[config.mk]
export PLATFORM = sky130hd
export DESIGN_NAME = natural_log_bisection_unit
export DESIGN_NICKNAME = d
export VERILOG_FILES = /design/src/rtl/nlb_pkg.sv /design/src/rtl/nlb_div.sv /design/src/rtl/nlb_exp.sv /design/src/rtl/natural_log_bisection_unit.sv
export SDC_FILE = /design/constraint.sdc
export NUM_CORES = 2
export LEC_CHECK = 0
export ABC_AREA = 1
export BUFFER_PORTS_ARGS = -buffer_cell sky130_fd_sc_hd__buf_2
export CORE_MARGIN = 1
export CORE_UTILIZATION = 43
export DETAILED_ROUTE_END_ITERATION = 7
export SETUP_SLACK_MARGIN = 0.2
export SLEW_MARGIN = 25
export SYNTH_ARGS = -nofsm -noshare
export SYNTH_HDL_FRONTEND = slang
export SYNTH_HIERARCHICAL = 1
export SYNTH_SLANG_ARGS = --single-unit
[constraint.sdc]
create_clock -name aclk -period 5.62 [get_ports aclk]
set_clock_uncertainty 0.05 [all_clocks]
set_input_delay 1.124 -clock aclk [delete_from_list [all_inputs] [get_ports aclk]]
set_output_delay 1.124 -clock aclk [all_outputs]
set_load 0.05 [all_outputs]
[src/rtl/nlb_pkg.sv]
package nlb_pkg;

    localparam int SAMPLE_W      = 32;
    localparam int LOG_W         = 16;
    localparam int FRAC_SHIFT    = 12;
    localparam int TERM_W        = 36;
    localparam int SUM_W         = 40;
    localparam int PROD_W        = TERM_W + LOG_W - FRAC_SHIFT;
    localparam int SCALE_SHIFT   = 6;
    localparam int HALVINGS      = 11;
    localparam int STEP_W        = $clog2(HALVINGS);
    localparam int MAX_TERMS_DEF = 64;

    localparam logic [TERM_W-1:0] ONE_Q16  = TERM_W'(65536);
    localparam logic [TERM_W-1:0] STOP_Q16 = TERM_W'(655);
    localparam logic [LOG_W-1:0]  TOP_Q12  = LOG_W'(61440);

    typedef enum logic [1:0] {
        EXP_IDLE,
        EXP_CHECK,
        EXP_DIV_GO,
        EXP_DIV_WAIT
    } exp_state_t;

    typedef enum logic [1:0] {
        BIS_IDLE,
        BIS_START,
        BIS_WAIT,
        BIS_DONE
    } bis_state_t;

endpackage

[src/rtl/nlb_div.sv]
module nlb_div #(
    parameter int DIVD_W = 40,
    parameter int DIV_W  = 7
) (
    input  logic              aclk,
    input  logic              aresetn,
    input  logic              start,
    input  logic [DIVD_W-1:0] dividend,
    input  logic [DIV_W-1:0]  divisor,
    output logic              done,
    output logic [DIVD_W-1:0] quotient
);
    // restoring division, two quotient bits per cycle
    localparam int STEPS = (DIVD_W + 1) / 2;
    localparam int CNT_W = $clog2(STEPS + 1);

    logic              busy_reg, busy_next;
    logic              done_reg, done_next;
    logic [CNT_W-1:0]  cnt_reg, cnt_next;
    logic [DIVD_W-1:0] quo_reg, quo_next;
    logic [DIV_W-1:0]  rem_reg, rem_next;
    logic [DIV_W-1:0]  den_reg, den_next;

    always_ff @(posedge aclk) begin
        if (!aresetn) begin
            busy_reg <= 1'b0;
            done_reg <= 1'b0;
            cnt_reg  <= '0;
        end else begin
            busy_reg <= busy_next;
            done_reg <= done_next;
            cnt_reg  <= cnt_next;
        end
        quo_reg <= quo_next;
        rem_reg <= rem_next;
        den_reg <= den_next;
    end

    always_comb begin
        logic [DIV_W:0]    r;
        logic [DIVD_W-1:0] q;
        logic [DIV_W-1:0]  rm;
        busy_next = busy_reg;
        done_next = 1'b0;
        cnt_next  = cnt_reg;
        quo_next  = quo_reg;
        rem_next  = rem_reg;
        den_next  = den_reg;
        q         = quo_reg;
        rm        = rem_reg;
        r         = '0;
        if (start && !busy_reg) begin
            busy_next = 1'b1;
            cnt_next  = '0;
            quo_next  = dividend;
            rem_next  = '0;
            den_next  = divisor;
        end else if (busy_reg) begin
            for (int i = 0; i < 2; i++) begin
                r = {rm, q[DIVD_W-1]};
                q = {q[DIVD_W-2:0], 1'b0};
                if (r >= {1'b0, den_reg}) begin
                    r    = r - {1'b0, den_reg};
                    q[0] = 1'b1;
                end
                rm = r[DIV_W-1:0];
            end
            quo_next = q;
            rem_next = rm;
            cnt_next = cnt_reg + 1'b1;
            if (cnt_reg == CNT_W'(STEPS - 1)) begin
                busy_next = 1'b0;
                done_next = 1'b1;
            end
        end
    end

    assign done     = done_reg;
    assign quotient = quo_reg;

endmodule

[src/rtl/nlb_exp.sv]
module nlb_exp #(
    parameter int MAX_TERMS = nlb_pkg::MAX_TERMS_DEF
) (
    input  logic                       aclk,
    input  logic                       aresetn,
    input  logic                       start,
    input  logic [nlb_pkg::LOG_W-1:0]  mid,
    output logic                       done,
    output logic [nlb_pkg::SUM_W-1:0]  sum
);
    import nlb_pkg::*;

    localparam int K_W = $clog2(MAX_TERMS + 2);

    exp_state_t              state_reg, state_next;
    logic [LOG_W-1:0]        mid_reg, mid_next;
    logic [TERM_W-1:0]       term_reg, term_next;
    logic [SUM_W-1:0]        sum_reg, sum_next;
    logic [K_W-1:0]          k_reg, k_next;
    logic [PROD_W-1:0]       prod_reg, prod_next;
    logic [TERM_W+LOG_W-1:0] full_prod;
    logic                    done_next, done_reg;
    logic                    div_start, div_done;
    logic [PROD_W-1:0]       div_quot;

    assign full_prod = {{LOG_W{1'b0}}, term_reg} * {{TERM_W{1'b0}}, mid_reg};

    nlb_div #(
        .DIVD_W (PROD_W),
        .DIV_W  (K_W)
    ) u_div (
        .aclk     (aclk),
        .aresetn  (aresetn),
        .start    (div_start),
        .dividend (prod_reg),
        .divisor  (k_reg),
        .done     (div_done),
        .quotient (div_quot)
    );

    always_ff @(posedge aclk) begin
        if (!aresetn) begin
            state_reg <= EXP_IDLE;
            done_reg  <= 1'b0;
        end else begin
            state_reg <= state_next;
            done_reg  <= done_next;
        end
        mid_reg  <= mid_next;
        term_reg <= term_next;
        sum_reg  <= sum_next;
        k_reg    <= k_next;
        prod_reg <= prod_next;
    end

    always_comb begin
        state_next = state_reg;
        mid_next   = mid_reg;
        term_next  = term_reg;
        sum_next   = sum_reg;
        k_next     = k_reg;
        prod_next  = prod_reg;
        done_next  = 1'b0;
        div_start  = 1'b0;
        case (state_reg)
            EXP_IDLE: begin
                if (start) begin
                    mid_next   = mid;
                    term_next  = ONE_Q16;
                    sum_next   = '0;
                    k_next     = K_W'(1);
                    state_next = EXP_CHECK;
                end
            end
            EXP_CHECK: begin
                if (term_reg >= STOP_Q16 && k_reg <= K_W'(MAX_TERMS)) begin
                    sum_next   = sum_reg + SUM_W'(term_reg);
                    prod_next  = full_prod[TERM_W+LOG_W-1:FRAC_SHIFT];
                    state_next = EXP_DIV_GO;
                end else begin
                    done_next  = 1'b1;
                    state_next = EXP_IDLE;
                end
            end
            EXP_DIV_GO: begin
                div_start  = 1'b1;
                state_next = EXP_DIV_WAIT;
            end
            EXP_DIV_WAIT: begin
                if (div_done) begin
                    // quotient is the next term, bounded well inside the term width
                    term_next  = div_quot[TERM_W-1:0];
                    k_next     = k_reg + 1'b1;
                    state_next = EXP_CHECK;
                end
            end
            default: state_next = EXP_IDLE;
        endcase
    end

    assign done = done_reg;
    assign sum  = sum_reg;

endmodule

[src/rtl/natural_log_bisection_unit.sv]
// natural logarithm of an unsigned Q22.10 sample, result in unsigned Q4.12
//
// input channel s_*: one sample per transfer, s_tdata[31:0] = sample_value
// result channel m_*: one result per sample, m_tdata[15:0] = log_value
//
// the block bisects [0, 15] in 11 halvings; each halving evaluates e^mid as a
// truncated Taylor series on one shared multiplier and one shared divider
// that yields two quotient bits per cycle
// the term count grows with mid, from a handful near 0 to about 43 near 15
// s_tready is high only while no sample is in work; one item at a time
//
// the result sits in an output register until taken; if m_tready is low the
// next sample can still be taken and worked, and it waits at the end until
// the output register frees up
// reset (aresetn low, synchronous) drops any sample in work and any result
module natural_log_bisection_unit #(
    parameter int MAX_TERMS = nlb_pkg::MAX_TERMS_DEF
) (
    input  logic        aclk,
    input  logic        aresetn,
    input  logic        s_tvalid,
    output logic        s_tready,
    input  logic [31:0] s_tdata,   // [31:0] sample_value
    output logic        m_tvalid,
    input  logic        m_tready,
    output logic [15:0] m_tdata    // [15:0] log_value
);
    import nlb_pkg::*;

    bis_state_t              state_reg, state_next;
    logic [SAMPLE_W-1:0]     sample_reg, sample_next;
    logic [LOG_W-1:0]        lo_reg, lo_next;
    logic [LOG_W-1:0]        hi_reg, hi_next;
    logic [LOG_W-1:0]        mid_reg, mid_next;
    logic [STEP_W-1:0]       step_reg, step_next;
    logic                    m_tvalid_reg, m_tvalid_next;
    logic [LOG_W-1:0]        m_tdata_reg, m_tdata_next;
    logic [LOG_W:0]          bound_sum;
    logic [SUM_W-1:0]        scaled;
    logic                    exp_start, exp_done;
    logic [SUM_W-1:0]        exp_sum;

    assign bound_sum = {1'b0, lo_reg} + {1'b0, hi_reg};
    // Q22.10 brought up to Q22.16
    assign scaled    = {{(SUM_W - SAMPLE_W - SCALE_SHIFT){1'b0}}, sample_reg,
                        {SCALE_SHIFT{1'b0}}};

    // the series unit latches the new midpoint in the same cycle as mid_reg
    nlb_exp #(
        .MAX_TERMS (MAX_TERMS)
    ) u_exp (
        .aclk    (aclk),
        .aresetn (aresetn),
        .start   (exp_start),
        .mid     (bound_sum[LOG_W:1]),
        .done    (exp_done),
        .sum     (exp_sum)
    );

    always_ff @(posedge aclk) begin
        if (!aresetn) begin
            state_reg    <= BIS_IDLE;
            m_tvalid_reg <= 1'b0;
        end else begin
            state_reg    <= state_next;
            m_tvalid_reg <= m_tvalid_next;
        end
        sample_reg  <= sample_next;
        lo_reg      <= lo_next;
        hi_reg      <= hi_next;
        mid_reg     <= mid_next;
        step_reg    <= step_next;
        m_tdata_reg <= m_tdata_next;
    end

    always_comb begin
        state_next    = state_reg;
        sample_next   = sample_reg;
        lo_next       = lo_reg;
        hi_next       = hi_reg;
        mid_next      = mid_reg;
        step_next     = step_reg;
        m_tdata_next  = m_tdata_reg;
        m_tvalid_next = m_tvalid_reg && !m_tready;
        exp_start     = 1'b0;
        s_tready      = 1'b0;
        case (state_reg)
            BIS_IDLE: begin
                s_tready = 1'b1;
                if (s_tvalid) begin
                    sample_next = s_tdata;
                    lo_next     = '0;
                    hi_next     = TOP_Q12;
                    step_next   = '0;
                    state_next  = BIS_START;
                end
            end
            BIS_START: begin
                mid_next   = bound_sum[LOG_W:1];
                exp_start  = 1'b1;
                state_next = BIS_WAIT;
            end
            BIS_WAIT: begin
                if (exp_done) begin
                    if (scaled > exp_sum) begin
                        lo_next = mid_reg;
                    end else begin
                        hi_next = mid_reg;
                    end
                    if (step_reg == STEP_W'(HALVINGS - 1)) begin
                        state_next = BIS_DONE;
                    end else begin
                        step_next  = step_reg + 1'b1;
                        state_next = BIS_START;
                    end
                end
            end
            BIS_DONE: begin
                if (!m_tvalid_reg || m_tready) begin
                    m_tdata_next  = mid_reg;
                    m_tvalid_next = 1'b1;
                    state_next    = BIS_IDLE;
                end
            end
            default: state_next = BIS_IDLE;
        endcase
    end

    assign m_tvalid = m_tvalid_reg;
    assign m_tdata  = m_tdata_reg;

endmodule

==> impl_metrics.tcl <==
set metrics [dict create \
    syn_nets 5108 \
    synth.area.top_cells "fa_1 (27%), edfxtp_1 (24%), nand2_1 (13%)" \
    cts_inserted_buffers 38 \
    yosysWarnings 6 \
    worst-slew-pin-transition_ns 1.02 \
    drv_slew 0 \
    ys_seq_elements 306 \
    grt_pass1_wl_um 163000 \
    syn_avg_cell_area_um2 8.10 \
    r2r-end "u_exp/prod_reg[39]" \
    drtAntennaViolNets 0 \
    syn_to_final_growth_pct 19.4 \
    grt_usage 0.254 \
    vias 28500 \
    drtIter0Drc 2278 \
    seq_area_frac_synth 0.254 \
    wl_per_cell_um 17.8 \
    hold_depth 0 \
    tns_ns -3.85 \
    end_kind "flop" \
    grt_pass1_vias 29400 \
    gp_congestion 0.959 \
    dp_hpwl_um 83200 \
    cts_root_buf "clkbuf_16" \
    htree_levels 2 \
    violations "setup timing" \
    critPathMaxFanout 23 \
    grt_max_degree 46 \
    drt-total-wl_um 102000 \
    drc_errors 0 \
    antenna_found_initial 1 \
    outcome "finished, violations left" \
    postLayoutSetupSlackWorst_ns -0.197 \
    fmax_ghz 0.172 \
    slew_headroom 0.318 \
    clk_latency_ns 0.57 \
    overflow 0 \
    cp.required_ns 5.88 \
    drt_pass1_iterations 7 \
    die_y_um 289 \
    layout.nets 5387 \
    layout-drive-gt1-share 0.172 \
    r2r_start "u_exp/mid_reg[12]" \
    clkSinkCount 306 \
    critPathArrivalTime_ns 6.08 \
    synth-async-reset-ratio 0 \
    hp-start "u_exp/k_reg[3]" \
    start_kind "flop" \
    rsz0062_at_grt "yes" \
    period_minus_slack_ns 5.82 \
    io-pin-count 54 \
    r2r_cells 24 \
    syn-instance-count 4367 \
    setup_viol_count_final 34 \
    cts_max_path_buffers 3 \
    initial_utilization 0.437 \
    hold_violations 0 \
    viasPerCell 4.97 \
    yosysUniqueCellTypes 56 \
    synth_top_area_share 0.270 \
    maxCapViolations 0 \
    hp-class "flop to flop" \
    synth_ff_type "edfxtp_1" \
    cts.reportedPaths.clkPinSlew_ns 0.06 \
    portBuffers 53 \
    die_area_mm2 0.0834 \
    r2r_slack_ns -0.20 \
    hold_end "u_exp/u_div/den_reg[3]" \
    cts_tree "yes" \
    fin_crit_sh 1.04 \
    synthesis.area_mm2 0.0354 \
    coreArea_mm2 0.0809 \
    worstSetupPathType "flop to flop" \
    num_rows 104 \
    die_w_um 289 \
    synth_edf_count 286 \
    yosys.area.top_type "fa_1" \
]
-- synth_stat cells (all sizes together) (10+ instances only) --
master	number
buf	10
xnor2	17
dfxtp	20
inv	1045
xor2	29
nand4	27
ha	228
a21oi	199
o21a	10
nand3	111
nor2	308
nor3	25
o21bai	10
edfxtp	286
nand2	1261
clkbuf	147
o21ai	114
fa	477
-- worst max-delay path by stage --
| stage | start | end | slack [ns] | cells after the start |
|---|---|---|---|---|
| 6_report | u_exp/mid_reg[12] | u_exp/prod_reg[39] | -0.20 | 24 |
| 5_1_grt | u_exp/mid_reg[4] | u_exp/prod_reg[22] | -0.49 | 25 |
| 4_1_cts | u_exp/mid_reg[6] | u_exp/prod_reg[39] | -0.23 | 23 |
| 3_5_place_dp | u_exp/mid_reg[2] | u_exp/prod_reg[36] | -0.41 | 23 |
| 3_3_place_gp | u_exp/mid_reg[6] | u_exp/prod_reg[30] | -0.35 | 23 |
| 2_1_floorplan | u_exp/mid_reg[9] | u_exp/prod_reg[38] | 0.20 | 22 |
-- metal layers --
| metal | GRT usage | vias to the layer above | wire, um |
|---|---|---|---|
| li1 | - | 13700 | - |
| met4 | 0.0700 | 0 | 2620 |
| met5 | 0 | - | 0 |
| met3 | 0.0451 | 123 | 7390 |
| met2 | 0.395 | 887 | 45300 |
| met1 | 0.363 | 13900 | 46500 |
-- logic make-up (layout without fill, tap and decap cells) --
group | after synthesis | after routing | synth area share
AO/OA/AOI/OAI | 355 | 355 | 0.0559
XOR/XNOR | 46 | 46 | 0.0116
adder cells (fa/ha/maj) | 705 | 705 | 0.350
buffers and inverters | 1203 | 1511 | 0.128
flip-flops | 306 | 306 | 0.254
multiplexers | 1 | 1 | 0.000283
other | 0 | 1 | 0
AND/OR/NAND/NOR | 1751 | 1751 | 0.199
-- cell type report --
type	instances	area [um^2]
fill	7684	38700
multi-input combinational	2858	23300
sequential	306	8990
inverter	1046	3930
timing repair buffer	396	3410
tap	1060	1330
clock buffer	44	973
clock inverter	25	279
antenna	1	2.50
-- placed cells by master (no fill, tap or decap), drive strengths merged --
master / count
a21boi: 4
a21o: 8
a21oi: 199
a221oi: 1
a31oi: 5
and3: 1
buf: 396
bufinv: 5
clkbuf: 44
clkinv: 18
clkinvlp: 1
dfxtp: 20
diode: 1
edfxtp: 286
fa: 477
ha: 228
inv: 1047
mux2i: 1
nand2: 1261
nand2b: 1
nand3: 111
nand3b: 7
nand4: 27
nor2: 308
nor3: 25
nor3b: 1
nor4: 7
o211ai: 1
o21a: 10
o21ai: 114
o21bai: 10
o22ai: 2
o31ai: 1
or2: 2
xnor2: 17
xor2: 29
-- stage by stage --
stage,area [um^2],instances,util,hold slack [ns],setup WS [ns]
6_report,42300,5736,0.522,0.398,-0.197
5_1_grt,42300,5735,0.522,0.411,-0.487
4_1_cts,41700,5732,0.515,0.398,-0.228
3_5_place_dp,39600,5652,0.489,0.385,-0.413
3_3_place_gp,39600,5652,0.489,0.385,-0.348
2_1_floorplan,35800,4367,-,0.376,0.200
-- worst max-delay path: stages, from the launching register on --
cell and delay [ns]:
edfxtp_1 0.42, buf_12 0.18, buf_4 0.17, nand2_1 0.05
inv_1 0.04, fa_1 0.48, inv_1 0.06, fa_1 0.54
inv_1 0.06, fa_1 0.50, fa_1 0.47, fa_1 0.52
inv_1 0.06, fa_1 0.48, inv_1 0.06, ha_4 0.30
nand2_2 0.12, nor2_4 0.15, inv_1 0.06, nor2_1 0.12
inv_2 0.08, nor4_2 0.24, nand2_1 0.13, nand3_1 0.09
nand2_1 0.08
-- timing repair --
action | CTS | global route
endpoints found under the hold margin | 0 | 0
hold buffers | 0 | 0
setup endpoints to repair | 40 | 40
resized for setup | 216 | 157
gates cloned | 2 | 0
pin swaps | 43 | 32
setup buffers | 9 | 3
Power is not shown: default switching activity piles up to over one toggle a cycle in this logic, so the estimate is an artifact.
